### src/rtl/core/ceas_pkg.sv
// ----------------------------------------------------------------------------
// ceas_pkg
// Types and constants shared by the CCD exposure averaging sequencer.
// ----------------------------------------------------------------------------
package ceas_pkg;

   // event kinds carried in the func field
   localparam logic [1:0] FUNC_HOST  = 2'd0;
   localparam logic [1:0] FUNC_ADC   = 2'd1;
   localparam logic [1:0] FUNC_ICG   = 2'd2;
   localparam logic [1:0] FUNC_SPARE = 2'd3;

   // data action codes
   localparam logic [2:0] ACTION_NONE      = 3'd0;
   localparam logic [2:0] ACTION_SEND      = 3'd1;
   localparam logic [2:0] ACTION_OVERWRITE = 3'd2;
   localparam logic [2:0] ACTION_ACCUM     = 3'd3;
   localparam logic [2:0] ACTION_AVERAGE   = 3'd4;

   localparam logic [7:0] KEY_FIRST     = 8'd69;
   localparam logic [7:0] KEY_SECOND    = 8'd82;
   localparam logic [7:0] MAX_AVERAGES  = 8'd15;
   localparam logic [5:0] PULSE_LIMIT   = 6'd32;
   localparam logic [5:0] RESTART_PULSE = 6'd6;
   localparam logic [5:0] FLUSH_PULSE   = 6'd3;

   typedef struct packed {
      logic [1:0] func;
      logic [7:0] key_first;
      logic [7:0] key_second;
      logic [7:0] mode_request;
      logic [7:0] average_request;
   } req_type;

   typedef struct packed {
      logic [2:0] data_action;
      logic       adc_running;
      logic       flush_done;
      logic       exposure_change;
      logic [7:0] collect_mode;
      logic       led_level;
   } rsp_type;

   typedef struct packed {
      logic [5:0] pulse_count;
      logic [3:0] average_total;
      logic [3:0] exposures_remaining;
      logic [2:0] action_code;
      logic       adc_enable;
      logic       flushed_flag;
      logic [7:0] mode_store;
      logic       led_state;
   } state_type;

endpackage

### src/rtl/core/ceas_step.sv
// ----------------------------------------------------------------------------
// ceas_step
// Next sequencer state and result for one event, applied to the current state.
// ----------------------------------------------------------------------------
module ceas_step (
   input  ceas_pkg::req_type   req,
   input  ceas_pkg::state_type state_cur,
   output ceas_pkg::state_type state_nxt,
   output ceas_pkg::rsp_type   rsp
);

   logic key_ok;
   logic avg_ok;
   logic change;

   assign key_ok = (req.key_first == ceas_pkg::KEY_FIRST) &&
                   (req.key_second == ceas_pkg::KEY_SECOND);
   assign avg_ok = (req.average_request != 8'd0) &&
                   (req.average_request <= ceas_pkg::MAX_AVERAGES);

   always_comb begin
      state_nxt = state_cur;
      change    = 1'b0;
      unique case (req.func)
         ceas_pkg::FUNC_HOST: begin
            if (key_ok) begin
               change                        = 1'b1;
               state_nxt.action_code         = ceas_pkg::ACTION_NONE;
               state_nxt.mode_store          = req.mode_request;
               state_nxt.average_total       = avg_ok ? req.average_request[3:0] : 4'd1;
               state_nxt.exposures_remaining = state_nxt.average_total;
            end
         end
         ceas_pkg::FUNC_ADC: begin
            state_nxt.adc_enable = 1'b0;
            if (state_cur.average_total == 4'd1) begin
               state_nxt.action_code = ceas_pkg::ACTION_SEND;
            end else if (state_cur.average_total > 4'd1) begin
               priority if (state_cur.exposures_remaining == state_cur.average_total) begin
                  state_nxt.pulse_count = ceas_pkg::RESTART_PULSE;
                  state_nxt.action_code = ceas_pkg::ACTION_OVERWRITE;
               end else if (state_cur.exposures_remaining < state_cur.average_total &&
                            state_cur.exposures_remaining > 4'd1) begin
                  state_nxt.pulse_count = ceas_pkg::RESTART_PULSE;
                  state_nxt.action_code = ceas_pkg::ACTION_ACCUM;
               end else if (state_cur.exposures_remaining == 4'd1) begin
                  state_nxt.action_code = ceas_pkg::ACTION_AVERAGE;
               end else begin
                  // remaining count out of step: keep the action
                  state_nxt.action_code = state_cur.action_code;
               end
               // saturate at zero
               if (state_cur.exposures_remaining != 4'd0) begin
                  state_nxt.exposures_remaining = state_cur.exposures_remaining - 4'd1;
               end
            end
         end
         ceas_pkg::FUNC_ICG: begin
            if (state_cur.pulse_count == ceas_pkg::RESTART_PULSE) begin
               state_nxt.adc_enable = 1'b1;
            end else if (state_cur.pulse_count == ceas_pkg::FLUSH_PULSE) begin
               state_nxt.flushed_flag = 1'b1;
            end
            if (state_cur.pulse_count >= ceas_pkg::PULSE_LIMIT) begin
               state_nxt.pulse_count = ceas_pkg::PULSE_LIMIT;
            end else begin
               state_nxt.pulse_count = state_cur.pulse_count + 6'd1;
            end
            state_nxt.led_state = ~state_cur.led_state;
         end
         default: begin
         end
      endcase
   end

   always_comb begin
      rsp.data_action     = state_nxt.action_code;
      rsp.adc_running     = state_nxt.adc_enable;
      rsp.flush_done      = state_nxt.flushed_flag;
      rsp.exposure_change = change;
      rsp.collect_mode    = state_nxt.mode_store;
      rsp.led_level       = state_nxt.led_state;
   end

endmodule

### src/rtl/core/ccd_exposure_averaging_sequencer.sv
// Path: an event transferred in sits in the input register, is loaded into
// the result register when that register is free, and its result transfers
// from there. Throughput: one event per cycle when the result channel does
// not stall; the single-stage state update is the loop.
// Reset (synchronous, active high): pulse count 0, averaging and remaining
// counts 1, action, ADC, flushed, mode and LED all cleared; both stages empty.
// ----------------------------------------------------------------------------
// ccd_exposure_averaging_sequencer
// Event-driven exposure sequencer for a linear CCD with frame averaging.
// ----------------------------------------------------------------------------
module ccd_exposure_averaging_sequencer (
   input  logic              clock,
   input  logic              reset,
   input  logic              req_valid,
   output logic              req_ready,
   input  ceas_pkg::req_type req_data,
   output logic              rsp_valid,
   input  logic              rsp_ready,
   output ceas_pkg::rsp_type rsp_data
);

   logic                in_valid_ff;
   logic                in_valid_in;
   ceas_pkg::req_type   in_data_ff;
   logic                rsp_valid_ff;
   logic                rsp_valid_in;
   ceas_pkg::rsp_type   rsp_data_ff;
   ceas_pkg::state_type state_ff;
   ceas_pkg::state_type state_in;
   ceas_pkg::rsp_type   step_rsp;
   logic                advance;
   logic                req_xfer;

   // move the held event into the result register when it is free
   assign advance   = in_valid_ff && (!rsp_valid_ff || rsp_ready);
   assign req_ready = !in_valid_ff || advance;
   assign req_xfer  = req_valid && req_ready;

   assign in_valid_in  = req_xfer || (in_valid_ff && !advance);
   assign rsp_valid_in = advance || (rsp_valid_ff && !rsp_ready);

   ceas_step u_step (
      .req       (in_data_ff),
      .state_cur (state_ff),
      .state_nxt (state_in),
      .rsp       (step_rsp)
   );

   always_ff @(posedge clock) begin
      if (reset) begin
         in_valid_ff                  <= 1'b0;
         rsp_valid_ff                 <= 1'b0;
         state_ff.pulse_count         <= 6'd0;
         state_ff.average_total       <= 4'd1;
         state_ff.exposures_remaining <= 4'd1;
         state_ff.action_code         <= ceas_pkg::ACTION_NONE;
         state_ff.adc_enable          <= 1'b0;
         state_ff.flushed_flag        <= 1'b0;
         state_ff.mode_store          <= 8'd0;
         state_ff.led_state           <= 1'b0;
      end else begin
         in_valid_ff  <= in_valid_in;
         rsp_valid_ff <= rsp_valid_in;
         if (advance) begin
            state_ff <= state_in;
         end
      end
   end

   always_ff @(posedge clock) begin
      if (req_xfer) begin
         in_data_ff <= req_data;
      end
      if (advance) begin
         rsp_data_ff <= step_rsp;
      end
   end

   assign rsp_valid = rsp_valid_ff;
   assign rsp_data  = rsp_data_ff;

`ifndef SYNTH
   a_pulse_ceiling: assert property (@(posedge clock) disable iff (reset)
      state_ff.pulse_count <= ceas_pkg::PULSE_LIMIT)
      else $error("pulse count above ceiling");

   a_average_range: assert property (@(posedge clock) disable iff (reset)
      state_ff.average_total != 4'd0 && state_ff.average_total <= 4'd15)
      else $error("averaging count out of range");

   a_remaining_bound: assert property (@(posedge clock) disable iff (reset)
      state_ff.exposures_remaining <= state_ff.average_total)
      else $error("remaining count above averaging count");

   a_change_clears_action: assert property (@(posedge clock) disable iff (reset)
      rsp_valid_ff && rsp_data_ff.exposure_change |->
         rsp_data_ff.data_action == ceas_pkg::ACTION_NONE)
      else $error("accepted command left a data action");

   a_state_moves_on_advance: assert property (@(posedge clock) disable iff (reset)
      !advance |=> $stable(state_ff))
      else $error("state changed without an event");
`endif

endmodule

### config.mk
export PLATFORM = sky130hd
export DESIGN_NAME = ccd_exposure_averaging_sequencer
export DESIGN_NICKNAME = d
export VERILOG_FILES = /design/src/rtl/core/ceas_pkg.sv /design/src/rtl/core/ceas_step.sv /design/src/rtl/core/ccd_exposure_averaging_sequencer.sv
export SDC_FILE = /design/constraint.sdc
export NUM_CORES = 1
export LEC_CHECK = 0
export BUFFER_PORTS_ARGS = -buffer_cell sky130_fd_sc_hd__buf_2
export CORE_ASPECT_RATIO = 2
export CORE_MARGIN = 2
export CORE_UTILIZATION = 50
export CTS_CLUSTER_DIAMETER = 150
export DETAILED_ROUTE_END_ITERATION = 10
export PLACE_DENSITY = 0.75
export REMOVE_ABC_BUFFERS = 1
export SLEW_MARGIN = 20
export SYNTH_ARGS = -nofsm -noshare
export SYNTH_HDL_FRONTEND = slang
export SYNTH_SLANG_ARGS = --single-unit
### constraint.sdc
create_clock -name clock -period 2.28 [get_ports clock]
set_clock_uncertainty 0.1 [all_clocks]
set_input_delay 0.114 -clock clock [delete_from_list [all_inputs] [get_ports clock]]
set_output_delay 0.114 -clock clock [all_outputs]
set_load 0.1 [all_outputs]
==> flow_metrics.env, run 1 <==
export IMPL_rows=42
export IMPL_grt_ovfl_total=0
export IMPL_yosysTopAreaCell="edfxtp_1"
export IMPL_numCtsBuffers=9
export IMPL_cts_htree_levels=3
export IMPL_cts_tree="built"
export IMPL_path_clk_slew_ns=0.06
export IMPL_synth_compound_area_share_pct=10.7
export IMPL_critPathMaxFanout=4
export IMPL_slowest_stage="or4_1"
export IMPL_regToRegStartpoint="state_ff[19]"
export IMPL_dieWidth_um=62.2
export IMPL_power_mw=3.19
export IMPL_syn_avg_cell_area_um2=11.2
export IMPL_clock_latency_ns=0.33
export IMPL_synth_edf_count=49
export IMPL_drt_pass1_iter_count=4
export IMPL_min_path_type="primary input to register"
export IMPL_final_util_pct=67.9
export IMPL_globalplace_congestion=0.889
export IMPL_rsz0062_at_grt="no"
export IMPL_cts_root_buffer="clkbuf_16"
export IMPL_netlist_area_mm2=0.00338
export IMPL_synth_xor_area_share_pct=1.04
export IMPL_slowest_delay_ns=0.48
export IMPL_fillerInstances=501
export IMPL_most_common_layout_cells="nand2_1, buf_2, edfxtp_1"
export IMPL_yosysTopAreaCellShare_pct=43.5
export IMPL_mostFrequentLayoutCell="nand2_1"
export IMPL_routedWlPerCell_um=14.8
export IMPL_worstSetupStartpointType="register"
export IMPL_finalHoldViolations=0
export IMPL_clock_fmax_ghz=0.473
export IMPL_rr_endpoint="state_ff[25]"
export IMPL_setup_viol=0
export IMPL_fin_tns_setup_ns=0
export IMPL_synth_fa_ha_area_share_pct=4.81
export IMPL_worstPathCellList="inv_1 > ha_1 > nor2b_1 > o211a_1 > o211ai_1 > nand4_1 > or4_1 > a21oi_1"
export IMPL_grt_max_degree=35
export IMPL_ys_flop_type="edfxtp_1"
export IMPL_p_leak_nw=1.78
export IMPL_crit_end="state_ff[25]"
export IMPL_synthMuxAreaShare_pct=0.887
export IMPL_grt_pass1_wl_um=12500
export IMPL_core_mm2=0.00657
export IMPL_ys_async_sr_fraction_pct=0
export IMPL_critical_path_arrival_ns=2.28
export IMPL_outcome="complete, no violations"
export IMPL_required_ns=2.44
export IMPL_ios=55
export IMPL_slew_violations=0
export IMPL_drt_iter0_markers=110
export IMPL_yosys_area_share_simple_pct=18.1
export IMPL_grt_use_total_pct=21.9
export IMPL_post_synth_inst_count=303
export IMPL_reg2reg_depth=8
export IMPL_worst_setup_path_type="register to register"
export IMPL_netlist_top_cells_area="edfxtp_1, dfxtp_1, nand2_1, ha_1, a21oi_1"
export IMPL_ir_worst_vdd_mv=0.590
export IMPL_maxSlewHeadroom_pct=57.0
export IMPL_drive_gt1_share_pct=23.4
export IMPL_wl_um=7440
export IMPL_period_share_pct=92.8
export IMPL_crit_start="state_ff[19]"
export IMPL_tightest_slew_ns=0.640
export IMPL_viasPerCell=5.23
export IMPL_hpwlAfterDp_um=4850
export IMPL_ys_warn_count=0
export IMPL_antenna_found_initial=0
export IMPL_syn2layout_area_growth_pct=31.8
export IMPL_ys_types=47
export IMPL_postRouteAntennaNets=0
export IMPL_ys_seq_area_share_pct=61.2
export IMPL_diodes=0
export IMPL_synth_top_family_by_area="simple AND/OR/NAND/NOR gates"
export IMPL_dieArea_mm2=0.00748
export IMPL_die_y_um=120
export IMPL_period_minus_slack_ns=2.12
export IMPL_vias=2632
export IMPL_drc_errors=0
export IMPL_io_buffers=54
export IMPL_clock_sinks=79
export IMPL_fin_nets=461
export IMPL_ys_ff_latch=79
export IMPL_start_util_pct=51.5
export IMPL_grt_pass1_vias=2735
export IMPL_p_per_area_mw_per_mm2=714
export IMPL_worstSetupEndpointType="register"
export IMPL_ctsLongestPathBuffers=2
export IMPL_drv_cap=0
export IMPL_r2r_setup_slack_ns=0.16
[layout make-up]
type / count / area (um^2) / share of cell area, %
Clock buffer: 11 / 233 / 5.22
Clock inverter: 5 / 35.0 / 0.786
Inverter: 13 / 48.8 / 1.09
Multi-Input combinational cell: 201 / 1210 / 27.1
Sequential cell: 79 / 2070 / 46.5
Tap cell: 88 / 110 / 2.47
Timing Repair Buffer: 106 / 751 / 16.8
[where the power goes]
group          switching [mW]  internal, mW  total, mW
clock network           0.537         0.734       1.27
registers              0.0258          1.58       1.60
logic                   0.200         0.110      0.310
[layer usage]
| metal | GRT usage (%) | vias to the layer above | share of wire [%] |
|---|---|---|---|
| met2 | 41.9 | 82 | 59 |
| met3 | 4.37 | 18 | 3.8 |
| li1 | - | 1290 | - |
| met5 | 0 | - | 0 |
| met1 | 21.3 | 1242 | 34 |
| met4 | 12.6 | 0 | 2.9 |
[synthesized netlist by cell type (3+ instances only)]
cell,count
nor2b_1,7
nand2b_1,3
inv_1,13
nor2_1,20
nand4_1,5
a21oi_1,20
nand3_1,8
and3_1,3
clkbuf_1,5
nor3_1,7
a21o_1,5
or4_1,3
buf_6,3
edfxtp_1,49
o21ai_0,12
mux2i_1,3
ha_1,13
nand2_1,59
dfxtp_1,30
[repair_timing]
item	CTS	global route
hold buffers	36	0
setup endpoints to repair	0	11
resized for setup	0	4
buffers inserted	0	2
hold endpoints to repair	36	0
[sequential cells by signal, indices dropped and copies added, names as in the netlist]
name / count
in_valid_ff: 1
state_ff: 28
in_data_ff: 34
rsp_data: 15
rsp_valid: 1
[worst min path at each step]
stage | slack (ns) | cells past startpoint | endpoint | startpoint
after floorplan | 0.08 | 1 | state_ff[20] | reset
after global placement | 0.19 | 1 | in_data_ff[5] | req_data[5]
after detailed placement | 0.19 | 1 | in_data_ff[28] | req_data[28]
after CTS | 0.06 | 2 | state_ff[22] | reset
after global routing | 0.08 | 2 | state_ff[22] | reset
final | 0.07 | 2 | rsp_valid | reset
[logic make-up (layout without fill, tap and decap cells)]
| kind of cell | count (synthesis) | in the layout |
|---|---|---|
| XOR/XNOR | 4 | 4 |
| adder cells (fa/ha/maj) | 13 | 13 |
| AO/OA/AOI/OAI | 55 | 55 |
| AND/OR/NAND/NOR | 126 | 126 |
| buffers and inverters | 23 | 135 |
| multiplexers | 3 | 3 |
| flip-flops | 79 | 79 |
[through the flow]
| step | instance area (um^2) | cells | setup slack (ns) | hold WS (ns) |
|---|---|---|---|---|
| floorplan | 3320 | 293 | -0.820 | 0.0764 |
| global placement | 3810 | 449 | 0.0993 | 0.190 |
| detailed placement | 3810 | 449 | 0.0784 | 0.192 |
| CTS | 4440 | 501 | 0.0631 | 0.0595 |
| global route | 4460 | 503 | 0.00457 | 0.0833 |
| finish | 4460 | 503 | 0.165 | 0.0737 |
[worst max-delay path, delay by kind of cell, from the launching register on]
family          cells  cell delay (ns)
compound gates      3             0.53
fa+ha+maj           1             0.28
buf+inv             1             0.04
flops               1             0.34
simple gates        3             0.75
Note: power is estimated with default switching activity, not from simulation.
==> inputs of run 2 (changes only) <==
RECOVER_POWER = 25   (was not set)
==> run 2 against run 1 <==
Largest power group unchanged. Sequential power is essentially flat. Fmax about the same. Largest cell class unchanged. Clock power is essentially flat. Highest routed layer unchanged. Setup slack barely moved.
==> flow_metrics.env, run 2 (synthesis results as in run 1) <==
export IMPL_outcome="complete, no violations"
export IMPL_use_met2_pct=41.9
export IMPL_drt_pass1_iter_count=4
export IMPL_finalHoldViolations=0
export IMPL_die_y_um=120
export IMPL_grt_pass1_vias=2735
export IMPL_globalplace_congestion=0.889
export IMPL_reg2reg_depth=8
export IMPL_grt_busiest_layer="met2"
export IMPL_grt_use_met1_pct=21.3
export IMPL_clock_sinks=79
export IMPL_switching_power_mw=0.763
export IMPL_p_per_area_mw_per_mm2=715
export IMPL_path_clk_slew_ns=0.06
export IMPL_largest_reg_flops=34
export IMPL_critPathMaxFanout=4
export IMPL_critical_path_arrival_ns=2.28
export IMPL_p_leak_nw=1.77
export IMPL_whs_path_depth=2
export IMPL_dp_worst_setup_slack_ns=0.0784
export IMPL_drive_gt1_share_pct=22.9
export IMPL_cp_num_cells=8
export IMPL_mostFrequentLayoutCell="nand2_1"
export IMPL_cts_htree_levels=3
export IMPL_fin_ws_ns=0.165
export IMPL_slowest_delay_ns=0.48
export IMPL_syn2layout_area_growth_pct=31.7
export IMPL_antenna_found_initial=0
export IMPL_rows=42
export IMPL_ir_worst_vdd_mv=0.590
export IMPL_drv_cap=0
export IMPL_core_mm2=0.00657
export IMPL_slowest_stage="or4_1"
export IMPL_internal_power_mw=2.42
export IMPL_worst_setup_path_type="register to register"
export IMPL_routedWlPerCell_um=14.8
export IMPL_final_util_pct=67.8
export IMPL_hpwlAfterDp_um=4850
export IMPL_grt_pass1_wl_um=12500
export IMPL_drt_iter0_markers=109
export IMPL_tightest_slew_ns=0.640
export IMPL_period_minus_slack_ns=2.12
export IMPL_period_share_pct=92.8
export IMPL_wl_um=7440
export IMPL_cts_tree="built"
export IMPL_rsz0062_at_grt="no"
export IMPL_dpl_cell_count=449
export IMPL_slew_violations=0
export IMPL_vias=2624
export IMPL_start_util_pct=51.5
export IMPL_seq_area_mm2=0.00207
export IMPL_fillerInstances=501
export IMPL_worstSetupStartpointType="register"
export IMPL_most_common_layout_cells="nand2_1, buf_2, edfxtp_1"
export IMPL_ctsLongestPathBuffers=2
export IMPL_worstPathCellList="inv_1 > ha_1 > nor2b_1 > o211a_1 > o211ai_1 > nand4_1 > or4_1 > a21oi_1"
export IMPL_clock_latency_ns=0.33
export IMPL_share_seq_of_total_power_pct=50.4
export IMPL_setup_viol=0
export IMPL_met3_usage_pct=4.37
export IMPL_fin_nets=461
export IMPL_final_cells=503
export IMPL_dieWidth_um=62.2
export IMPL_power_mw=3.18
export IMPL_clkPwrFrac_pct=39.9
export IMPL_grt_use_total_pct=21.9
export IMPL_cts_root_buffer="clkbuf_16"
export IMPL_p_comb_share_pct=9.7
export IMPL_diodes=0
export IMPL_ios=55
export IMPL_p_sw_share_pct=24.0
export IMPL_io_buffers=54
export IMPL_worstSetupEndpointType="register"
export IMPL_multi_input_area_mm2=0.00121
export IMPL_required_ns=2.44
export IMPL_grt_ovfl_total=0
export IMPL_min_path_type="primary input to register"
export IMPL_numCtsBuffers=9
export IMPL_viasPerCell=5.22
export IMPL_dieArea_mm2=0.00748
export IMPL_clock_fmax_ghz=0.473
export IMPL_drc_errors=0
export IMPL_cpLargestDelayFamily="simple AND/OR/NAND/NOR gates"
export IMPL_regMostFlops="in_data_ff"
export IMPL_maxSlewHeadroom_pct=57.0
export IMPL_path_buf_inv=1
export IMPL_postRouteAntennaNets=0
export IMPL_grt_max_degree=35
==> run 2: per-layer routing <==
layer / part of all wire, % / wire length [um]
met1: 34 / 2560
met2: 59 / 4400
met3: 3.7 / 278
met4: 2.6 / 197
met5: 0 / 0
==> run 2: area by class of cell <==
type | count | share of cell area [%]
timing repair buffer | 106 | 16.8
sequential | 79 | 46.5
clock inverter | 5 | 0.786
multi-input combinational | 201 | 27.1
inverter | 13 | 1.09
tap | 88 | 2.47
clock buffer | 11 | 5.22
==> run 2: worst reg2reg max path, delay by kind of cell (launching register included) <==
kind | cells | cell delay, ns
flip-flops | 1 | 0.34
AND/OR/NAND/NOR | 3 | 0.76
AO/OA/AOI/OAI | 3 | 0.53
adder cells (fa/ha/maj) | 1 | 0.28
buffers and inverters | 1 | 0.04
==> run 2: per-stage QoR <==
step                hold WS (ns)  area [um^2]  setup TNS [ns]
floorplan                 0.0764         3320          -30.30
global placement           0.190         3810               0
detailed placement         0.192         3810               0
CTS                       0.0595         4440               0
global route              0.0833         4460               0
finish                    0.0720         4460               0
==> run 2: power by group through the flow <==
stage / combinational (mW) / clock [mW] / sequential (mW)
2_1_floorplan: 0.0776 / 0 / 1.73
3_3_place_gp: 0.256 / 0 / 1.63
3_5_place_dp: 0.259 / 0 / 1.63
4_1_cts: 0.306 / 1.30 / 1.60
5_1_grt: 0.332 / 1.34 / 1.61
6_report: 0.310 / 1.27 / 1.60
==> run 2: path summary, 6_finish.rpt <==
path / start / end / slack, ns
worst max register to register: state_ff[19] / state_ff[25] / 0.16
worst min register to register: state_ff[4] / state_ff[4] / 0.35
worst max-delay path: state_ff[19] / state_ff[25] / 0.16
worst min-delay path: reset / rsp_valid / 0.07
==> run 2: timing repair <==
action | CTS | global route
gates resized for setup | 0 | 4
hold endpoints to repair | 36 | 0
setup buffers | 0 | 2
endpoints found under the setup margin | 0 | 11
hold buffers | 36 | 0
